--- config.mk ---
export PLATFORM = sky130hd
export DESIGN_NAME = bounded_denominator_fraction_search_unit
export DESIGN_NICKNAME = d
export VERILOG_FILES = /design/src/rtl/bdfs_pkg.sv /design/src/rtl/bdfs_datapath.sv /design/src/rtl/bdfs_ctrl.sv /design/src/rtl/bounded_denominator_fraction_search_unit.sv
export SDC_FILE = /design/constraint.sdc
export NUM_CORES = 1
export LEC_CHECK = 0
export BUFFER_PORTS_ARGS = -buffer_cell sky130_fd_sc_hd__buf_2
export CAP_MARGIN = 20
export CORE_MARGIN = 2
export CORE_UTILIZATION = 30
export DETAILED_ROUTE_END_ITERATION = 8
export PLACE_DENSITY = 0.43
export SLEW_MARGIN = 10
export SYNTH_ARGS = -nofsm -noshare
export SYNTH_HDL_FRONTEND = slang
export SYNTH_SLANG_ARGS = --single-unit
--- constraint.sdc ---
create_clock -name clk -period 7 [get_ports clk]
set_input_delay 1.05 -clock clk [delete_from_list [all_inputs] [get_ports clk]]
set_output_delay 1.05 -clock clk [all_outputs]
set_load 0.005 [all_outputs]
--- src/rtl/bdfs_pkg.sv ---
// Shared types and constants of the bounded-denominator fraction search.
package bdfs_pkg;

  localparam int unsigned FRACTION_BITS_DEF = 16;
  localparam int unsigned DENOM_BITS_DEF    = 10;
  localparam int unsigned MAX_DENOM_RESET   = 16;

  typedef enum logic [0:0] {
    S_IDLE,
    S_STEP
  } state_t;

  // Commands from the controller to the datapath.
  typedef struct packed {
    logic load;
    logic step;
    logic finish;
  } dp_cmd_t;

  // Status from the datapath to the controller.
  typedef struct packed {
    logic over;
    logic match;
  } dp_status_t;

endpackage

--- src/rtl/bdfs_datapath.sv ---
// Datapath: bounds, running products, limit register and result register.
module bdfs_datapath #(
  parameter int unsigned FRACTION_BITS = bdfs_pkg::FRACTION_BITS_DEF,
  parameter int unsigned DENOM_BITS    = bdfs_pkg::DENOM_BITS_DEF
) (
  input  logic                     clk,
  input  logic                     rst_n,
  input  logic                     cfg_wr_en,
  input  logic [DENOM_BITS-1:0]    cfg_wr_data,
  input  logic [FRACTION_BITS:0]   tangent,
  input  bdfs_pkg::dp_cmd_t        cmd,
  output bdfs_pkg::dp_status_t     status,
  output logic [DENOM_BITS-1:0]    res_num,
  output logic [DENOM_BITS-1:0]    res_den
);

  localparam int unsigned BW = DENOM_BITS + 1;
  localparam int unsigned PW = FRACTION_BITS + 1 + BW;
  localparam int unsigned LIM_MAX = (2 ** DENOM_BITS) - 1;
  localparam int unsigned LIM_RST = (bdfs_pkg::MAX_DENOM_RESET > LIM_MAX) ?
                                    LIM_MAX : bdfs_pkg::MAX_DENOM_RESET;

  logic [DENOM_BITS-1:0] lim_r;
  logic [BW-1:0] lo_n_r, lo_d_r, up_n_r, up_d_r;
  logic [BW-1:0] lo_n_nxt, lo_d_nxt, up_n_nxt, up_d_nxt;
  logic [PW-1:0] plo_r, pup_r, plo_nxt, pup_nxt;
  logic [BW-1:0] res_n_r, res_d_r, res_n_nxt, res_d_nxt;
  logic [BW-1:0] lim_ext, m_n, m_d;
  logic [PW-1:0] lhs, rhs;
  logic          over, match, gt;

  always_ff @(posedge clk) begin
    if (!rst_n) begin
      lim_r <= DENOM_BITS'(LIM_RST);
    end else if (cfg_wr_en) begin
      lim_r <= cfg_wr_data;
    end
  end

  // Products of the value with each bound's denominator are kept, so the
  // mediant's product is one add.
  always_comb begin
    lim_ext = {1'b0, lim_r};
    m_n     = lo_n_r + up_n_r;
    m_d     = lo_d_r + up_d_r;
    lhs     = plo_r + pup_r;
    rhs     = PW'({m_n, {FRACTION_BITS{1'b0}}});
    over    = (lo_d_r > lim_ext) || (up_d_r > lim_ext);
    match   = (lhs == rhs);
    gt      = (lhs > rhs);
  end

  assign status.over  = over;
  assign status.match = match;

  always_comb begin
    lo_n_nxt  = lo_n_r;
    lo_d_nxt  = lo_d_r;
    up_n_nxt  = up_n_r;
    up_d_nxt  = up_d_r;
    plo_nxt   = plo_r;
    pup_nxt   = pup_r;
    res_n_nxt = res_n_r;
    res_d_nxt = res_d_r;
    if (cmd.load) begin
      lo_n_nxt = '0;
      lo_d_nxt = BW'(1);
      up_n_nxt = BW'(1);
      up_d_nxt = BW'(1);
      plo_nxt  = PW'(tangent);
      pup_nxt  = PW'(tangent);
    end else if (cmd.step) begin
      if (gt) begin
        lo_n_nxt = m_n;
        lo_d_nxt = m_d;
        plo_nxt  = lhs;
      end else begin
        up_n_nxt = m_n;
        up_d_nxt = m_d;
        pup_nxt  = lhs;
      end
    end else if (cmd.finish) begin
      if (over) begin
        // keep the bound still within the limit
        if (lo_d_r > lim_ext) begin
          res_n_nxt = up_n_r;
          res_d_nxt = up_d_r;
        end else begin
          res_n_nxt = lo_n_r;
          res_d_nxt = lo_d_r;
        end
      end else if (m_d < lim_ext) begin
        res_n_nxt = m_n;
        res_d_nxt = m_d;
      end else if (up_d_r > lo_d_r) begin
        res_n_nxt = up_n_r;
        res_d_nxt = up_d_r;
      end else begin
        res_n_nxt = lo_n_r;
        res_d_nxt = lo_d_r;
      end
    end
  end

  always_ff @(posedge clk) begin
    lo_n_r  <= lo_n_nxt;
    lo_d_r  <= lo_d_nxt;
    up_n_r  <= up_n_nxt;
    up_d_r  <= up_d_nxt;
    plo_r   <= plo_nxt;
    pup_r   <= pup_nxt;
    res_n_r <= res_n_nxt;
    res_d_r <= res_d_nxt;
  end

  assign res_num = res_n_r[DENOM_BITS-1:0];
  assign res_den = res_d_r[DENOM_BITS-1:0];

endmodule

--- src/rtl/bdfs_ctrl.sv ---
// Controller: walk sequencing and output handshake.
module bdfs_ctrl (
  input  logic                 clk,
  input  logic                 rst_n,
  input  logic                 in_tvalid,
  output logic                 in_tready,
  output logic                 out_tvalid,
  input  logic                 out_tready,
  input  bdfs_pkg::dp_status_t status,
  output bdfs_pkg::dp_cmd_t    cmd
);

  bdfs_pkg::state_t state_r, state_nxt;
  logic             out_valid_r, out_valid_nxt;

  always_ff @(posedge clk) begin
    if (!rst_n) begin
      state_r     <= bdfs_pkg::S_IDLE;
      out_valid_r <= 1'b0;
    end else begin
      state_r     <= state_nxt;
      out_valid_r <= out_valid_nxt;
    end
  end

  always_comb begin
    state_nxt     = state_r;
    out_valid_nxt = out_valid_r && !out_tready;
    in_tready     = 1'b0;
    cmd           = '0;
    case (state_r)
      bdfs_pkg::S_IDLE: begin
        in_tready = 1'b1;
        if (in_tvalid) begin
          cmd.load  = 1'b1;
          state_nxt = bdfs_pkg::S_STEP;
        end
      end
      bdfs_pkg::S_STEP: begin
        if (status.over || status.match) begin
          // hold until the result register is free
          if (!out_valid_r || out_tready) begin
            cmd.finish    = 1'b1;
            out_valid_nxt = 1'b1;
            state_nxt     = bdfs_pkg::S_IDLE;
          end
        end else begin
          cmd.step = 1'b1;
        end
      end
      default: begin
        state_nxt = bdfs_pkg::S_IDLE;
      end
    endcase
  end

  assign out_tvalid = out_valid_r;

endmodule

--- src/rtl/bounded_denominator_fraction_search_unit.sv ---
// Order: accept, the mediant steps, then the result load (held while the previous result waits).
// Steps per item: at most max_denominator, as every step raises the larger denominator.
// One item at a time: accept, walk, result load; the next is accepted only after the result load.
// The walk sets the rate: one mediant compare (one add, one compare) a cycle, one item at a time.
// A registered result lets the next item start while the previous one waits on out_tready.
// Reset (rst_n low at a clock edge) empties the block, sets max_denominator to min(16, 2**DENOM_BITS-1).
module bounded_denominator_fraction_search_unit #(
  parameter int unsigned FRACTION_BITS = bdfs_pkg::FRACTION_BITS_DEF,
  parameter int unsigned DENOM_BITS    = bdfs_pkg::DENOM_BITS_DEF
) (
  input  logic                                      clk,
  input  logic                                      rst_n,
  // configuration: max_denominator
  input  logic                                      cfg_wr_en,
  input  logic [DENOM_BITS-1:0]                     cfg_wr_data,
  // input stream, tdata: tangent (Q1.FRACTION_BITS), zero padding
  input  logic                                      in_tvalid,
  output logic                                      in_tready,
  input  logic [((FRACTION_BITS+1+7)/8)*8-1:0]      in_tdata,
  // result stream, tdata: numerator, denominator, zero padding
  output logic                                      out_tvalid,
  input  logic                                      out_tready,
  output logic [((2*DENOM_BITS+7)/8)*8-1:0]         out_tdata
);

  localparam int unsigned OUT_TW = ((2 * DENOM_BITS + 7) / 8) * 8;

  bdfs_pkg::dp_cmd_t     cmd;
  bdfs_pkg::dp_status_t  status;
  logic [DENOM_BITS-1:0] res_num, res_den;

  // Controller: takes one transfer in, steps the walk until a bound overruns
  // the limit or the mediant hits the value exactly, then loads the result.
  bdfs_ctrl u_ctrl (
    .clk        (clk),
    .rst_n      (rst_n),
    .in_tvalid  (in_tvalid),
    .in_tready  (in_tready),
    .out_tvalid (out_tvalid),
    .out_tready (out_tready),
    .status     (status),
    .cmd        (cmd)
  );

  // Datapath: lower/upper bounds, running products of the value with each
  // denominator, the limit register and the result register.
  bdfs_datapath #(
    .FRACTION_BITS (FRACTION_BITS),
    .DENOM_BITS    (DENOM_BITS)
  ) u_dp (
    .clk         (clk),
    .rst_n       (rst_n),
    .cfg_wr_en   (cfg_wr_en),
    .cfg_wr_data (cfg_wr_data),
    .tangent     (in_tdata[FRACTION_BITS:0]),
    .cmd         (cmd),
    .status      (status),
    .res_num     (res_num),
    .res_den     (res_den)
  );

  // Pack numerator low, denominator above it, zero pad to whole bytes.
  assign out_tdata = OUT_TW'({res_den, res_num});

endmodule

==> impl_metrics.yaml, run 1 <==
place:
  place_ws_ns: 0.616
  place_congestion: 0.800
  portBuffers: 53
  dp.cells: 1351
  dp_hpwl_um: 16800
  placed_area_mm2: 0.00944
floorplanning:
  core-area_mm2: 0.0288
  die_area_mm2: 0.0307
  io_pins: 65
  initial_utilization: 0.306
  rows: 62
  dieWidth_um: 175
  fp.dieH_um: 175
sta:
  fin_crit_sh: 0.902
  period_minus_slack_ns: 6.31
  rsz0062_at_grt: "no"
  setup_viol: 0
  maxSlewHeadroom: 0.383
  setup_slack_ns: 0.687
  tightestPinTransition_ns: 0.925
  slew_viol_final: 0
  hold_viol: 0
  skew_ns: 0.0131
  max_freq_ghz: 0.158
  setup_tns_ns: 0
setup_path:
  path_max_fanout: 20
  cp.arrival_ns: 6.41
  endpoint_kind: "flip-flop"
  critPathLaunchType: "flip-flop"
  r2r_slack_ns: 0.69
  critPathKind: "reg2reg"
  crit_required_ns: 7.10
layout:
  finalCoreUtilization: 0.348
  layout_commonest_cell: "nand2_1"
  final_cell_count_no_fill: 1383
  area_delta_synth_final_pct: 13.9
  antenna_cells: 0
  multi_input_area_mm2: 0.00512
  final_cell_area_mm2: 0.0100
  ff_latch_area_mm2: 0.00318
  n_fill_cell: 2951
  nNetsFinal: 1126
  mostFrequentLayoutCells: "120 x nand2_1, 98 x ha_1, 83 x inv_1"
  drive_gt1_frac: 0.122
detailed_routing:
  drc_errors: 0
  routedWlPerCell_um: 16.7
  ant_nets: 0
  drt-total-wl_um: 23100
  routed_via_density: 4.99
  drt-pass1-iter-count: 4
  drtIter0Drc: 375
  dr_total_vias: 6903
grt:
  grt_max_degree: 68
  grt_pass1_wl_um: 37300
  antenna_found_initial: 0
  overflow: 0
  grt_util_all_layers: 0.155
  grt_pass1_vias: 6781
clocking:
  clock_latency_ns: 0.43
  hold_buffers: 0
  clock_path_buffers: 2
  cts_sinks: 132
  post_cts_buffers: 0
  cts_resized: 0
  cts_root_buf: "clkbuf_16"
  cts.clk_slew.worst_paths_ns: 0.07
  cts_tree: "built"
  numCtsBuffers: 17
  htree_levels: 4
power:
  power_density_mw_per_mm2: 552
  peakVddDrop_uv: 280
  power_leakage_nw: 4.52
yosys:
  ys_ff_latch: 132
  synth_cells: 940
  async_flop_share: 0
  ys_types: 78
  synth_edf_count: 54
  avgSynthCellArea_um2: 9.36
  synthFlopType: "dfxtp_1"
  yosysSeqAreaShare: 0.362
  syn_area_mm2: 0.00880
  yosysWarnings: 0
run_status:
  status: "finished clean"
run:
  max_cap_violations: 0
worst_hold_path:
  hp-class: "reg2reg"
==> worst paths after layout <==
| path | from | cells after the start | endpoint |
|---|---|---|---|
| max reg2reg | u_dp.pup_r[13] | 20 | u_dp.res_d_r[7] |
| max | u_dp.pup_r[13] | 20 | u_dp.res_d_r[7] |
| min | u_dp.pup_r[23] | 2 | u_dp.pup_r[23] |
| min reg2reg | u_dp.pup_r[23] | 2 | u_dp.pup_r[23] |
==> routing by layer <==
layer	GRT usage	part of all wire	up-vias
met5	0	0	-
met4	0.0424	0.012	0
met3	0.0242	0.024	16
met2	0.251	0.46	80
met1	0.215	0.51	3311
li1	-	-	3496
==> Yosys cell counts (7+ instances only) <==
library cell	number	area (um^2)
nand2_1	121	454
ha_1	98	1230
inv_1	83	312
dfxtp_1	78	1560
mux2i_1	71	711
edfxtp_1	54	1620
nor2_1	44	165
a21oi_1	43	215
o21ai_0	37	185
a21o_1	19	143
xor2_1	19	166
clkbuf_1	17	63.8
nand2b_1	17	106
nor3_1	17	85.1
buf_4	13	97.6
o211ai_1	12	90.1
xnor2_1	12	105
nand3_1	11	55.1
nor2b_1	11	68.8
o221a_2	11	124
a221oi_1	9	78.8
nand4_1	9	56.3
a31oi_1	7	43.8
and3_1	7	43.8
o21a_1	7	52.6
==> cell type report <==
cell class	count	area share
Sequential cell	132	0.318
Timing Repair Buffer	61	0.0337
Inverter	84	0.0315
Multi-Input combinational cell	690	0.511
Clock inverter	15	0.0155
Tap cell	384	0.0480
Clock buffer	17	0.0425
==> cells by family (layout without fill, tap and decap cells) <==
logic type                 after synthesis  count (layout)  synth area share
xor gates and xnor gates                31              31            0.0309
AOI/OAI and AO/OA                      208             208             0.167
and+or+nand+nor                        272             272             0.149
adders and majority gates              101             101             0.146
muxes                                   74              74            0.0846
DFF                                    132             132             0.362
buffers and inverters                  121             177            0.0593
other                                    1               4          0.000426
==> worst max-delay path, cell delays in order, from the launching register on <==
cell and delay, ns:
edfxtp_1 0.37, ha_1 0.37, a21o_1 0.22, a211o_1 0.29, or3_1 0.36, o21ai_1 0.21
o21bai_1 0.08, a21oi_1 0.38, mux2_2 0.39, a2111oi_0 0.37, buf_4 0.19, inv_1 0.04
ha_1 0.29, nand4_1 0.08, or4b_2 0.70, nor4bb_1 0.41, nand4_1 0.19, nor4_2 0.31
nand2b_1 0.25, and3_1 0.18, buf_4 0.28
==> registers in the layout, indices dropped and copies added, names as in the netlist <==
register	cells
u_dp.res_n_r	10
u_dp.lo_n_r	11
u_dp.pup_r	28
u_dp.lo_d_r	11
u_dp.lim_r	10
u_dp.up_d_r	11
u_dp.up_n_r	11
u_dp.plo_r	28
u_ctrl.out_tvalid	1
u_dp.res_d_r	10
u_ctrl.state_r	1
==> through the flow <==
stage                     power, mW  hold WS [ns]
after floorplan                3.78         0.439
after global placement         4.67         0.446
after detailed placement       4.68         0.458
after CTS                      5.61         0.467
after global routing           6.00         0.483
final                          5.53         0.463
==> power breakdown <==
group          switching [mW]  total [mW]  internal (mW)
sequential              0.101        1.29           1.19
clock                   0.376       0.903          0.527
combinational            1.98        3.33           1.35
total                    2.46        5.53           3.07
Note: power is estimated with default switching activity, not from simulation.
==> run 2, diff against run 1 <==
- CORE_MARGIN: 2 -> unset
- CORE_UTILIZATION: 30 -> 40
- PLACE_DENSITY: 0.43 -> 0.55
==> run 2 against run 1 <==
Effect of this change:
- sequential share of layout area up 0.29 points
- final area down 0.90%
- non-clock buffer count up 2
- first-iteration DRC count up 4.0%
- clock skew up 0.0023 ns
- sequential cell count unchanged
- global-route usage up 4.1 points
- clock-buffer cell count up 2
- core utilization up 12 points
- maximum frequency up 0.13%
- setup slack better by 0.0079 ns
- largest cell class unchanged
==> impl_metrics.yaml, run 2 (synthesized netlist as in run 1, its figures left out) <==
floorplanning:
  dieWidth_um: 150
  fp.dieH_um: 150
  rows: 53
  core-area_mm2: 0.0213
  io_pins: 65
  initial_utilization: 0.413
  die_area_mm2: 0.0226
grt:
  antenna_found_initial: 0
  grt_pass1_vias: 6501
  overflow: 0
  grt_max_degree: 68
  grt_util_all_layers: 0.197
  grt_pass1_wl_um: 34000
setup_path:
  crit_buf_inv: 3
  slowest_stage: "or4b_2"
  crit_required_ns: 7.10
  cp_slowest_stage_delay_ns: 0.70
  critPathTopFamily: "simple AND/OR/NAND/NOR gates"
  critPathLaunchType: "flip-flop"
  endpoint_kind: "flip-flop"
  critPathKind: "reg2reg"
  path_max_fanout: 20
  cp.arrival_ns: 6.40
  cp_cell_sequence: "ha_1 -> a21o_1 -> a211o_1 -> or3_1 -> o21ai_1 -> o21bai_1 -> a21oi_1 -> mux2_2 -> a2111oi_0 -> buf_4 -> inv_1 -> ha_1 -> nand4_1 -> or4b_2 -> nor4bb_1 -> nand4_1 -> nor4_2 -> nand2b_1 -> and3_1 -> buf_4"
layout:
  n_fill_cell: 2059
  mostFrequentLayoutCells: "120 x nand2_1, 98 x ha_1, 83 x inv_1"
  drive_gt1_frac: 0.124
  layout_commonest_cell: "nand2_1"
  nNetsFinal: 1128
  final_cell_count_no_fill: 1276
  antenna_cells: 0
  top_regs: "u_dp.plo_r (28), u_dp.pup_r (28)"
  finalCoreUtilization: 0.466
  area_delta_synth_final_pct: 12.9
clocking:
  hold_buffers: 0
  post_cts_buffers: 0
  cts_resized: 0
  htree_levels: 4
  cts_tree: "built"
  clock_latency_ns: 0.43
  cts_root_buf: "clkbuf_16"
  cts_sinks: 132
  numCtsBuffers: 17
  clock_path_buffers: 2
  cts.clk_slew.worst_paths_ns: 0.06
detailed_routing:
  dr_total_vias: 6877
  routedWlPerCell_um: 16.6
  drc_errors: 0
  routed_via_density: 5.39
  drtIter0Drc: 390
  drt-pass1-iter-count: 8
  ant_nets: 0
  drt-total-wl_um: 21200
place:
  place_congestion: 0.846
  dp.cells: 1244
  portBuffers: 53
  dp_hpwl_um: 15200
sta:
  skew_ns: 0.0154
  tightestPinTransition_ns: 0.934
  rsz0062_at_grt: "no"
  setup_viol: 0
  max_freq_ghz: 0.159
  maxSlewHeadroom: 0.376
  setup_tns_ns: 0
  period_minus_slack_ns: 6.31
  slew_viol_final: 0
  hold_viol: 0
  fin_crit_sh: 0.901
power:
  peakVddDrop_uv: 325
  power_density_mw_per_mm2: 558
  power_leakage_nw: 4.53
run:
  max_cap_violations: 0
worst_hold_path:
  hp-class: "reg2reg"
run_status:
  status: "finished clean"
## run 2: changes by cell type in the layout (fill, tap and decap cells not counted), moves of 2 or more
cell	previous run	this run
buf_4	7	10
clkinv_1	3	1
bufinv_16	2	4
clkbuf_1	0	2
## run 2: worst paths after layout
check	end	cells past startpoint	slack, ns	start
hold / removal	u_dp.plo_r[20]	2	0.46	u_dp.plo_r[20]
setup / recovery	u_dp.res_n_r[0]	20	0.69	u_dp.pup_r[13]
setup reg to reg	u_dp.res_n_r[0]	20	0.69	u_dp.pup_r[13]
hold reg to reg	u_dp.plo_r[20]	2	0.46	u_dp.plo_r[20]
## run 2: power by group
part | switching, mW | internal (mW) | leakage [nW]
Sequential | 0.102 | 1.19 | 1.15
Clock | 0.368 | 0.603 | 0.299
Combinational | 1.94 | 1.34 | 3.09
Total | 2.41 | 3.13 | 4.53
## run 2: final cells by class
class,instances,area [um^2],share of cell area
clock buffer,19,433,0.0436
multi-input combinational,690,5120,0.515
inverter,84,315,0.0318
sequential,132,3180,0.321
tap,275,344,0.0347
clock inverter,13,196,0.0198
timing repair buffer,63,340,0.0343
## run 2: through the flow
stage	total power [mW]	instance area [um^2]	worst slack, ns	hold slack (ns)
6_report	5.54	9930	0.695	0.461
5_1_grt	5.98	9930	0.322	0.483
2_1_floorplan	3.78	8810	1.25	0.439
4_1_cts	5.57	9930	0.684	0.465
3_5_place_dp	4.57	9300	0.711	0.455
3_3_place_gp	4.55	9300	0.723	0.450
## run 2: per-layer routing
| metal | wire, um | track usage | vias to the layer above |
|---|---|---|---|
| met5 | 0 | 0 | - |
| met3 | 736 | 0.0367 | 12 |
| met4 | 133 | 0.0404 | 0 |
| li1 | - | - | 3496 |
| met1 | 10800 | 0.275 | 3256 |
| met2 | 9490 | 0.314 | 113 |
## run 2: worst reg2reg max path: stages, from the launching register on
cell	delay, ns
edfxtp_1	0.36
ha_1	0.37
a21o_1	0.22
a211o_1	0.27
or3_1	0.34
o21ai_1	0.20
o21bai_1	0.09
a21oi_1	0.37
mux2_2	0.39
a2111oi_0	0.37
buf_4	0.19
inv_1	0.04
ha_1	0.28
nand4_1	0.07
or4b_2	0.70
nor4bb_1	0.48
nand4_1	0.19
nor4_2	0.33
nand2b_1	0.24
and3_1	0.17
buf_4	0.29
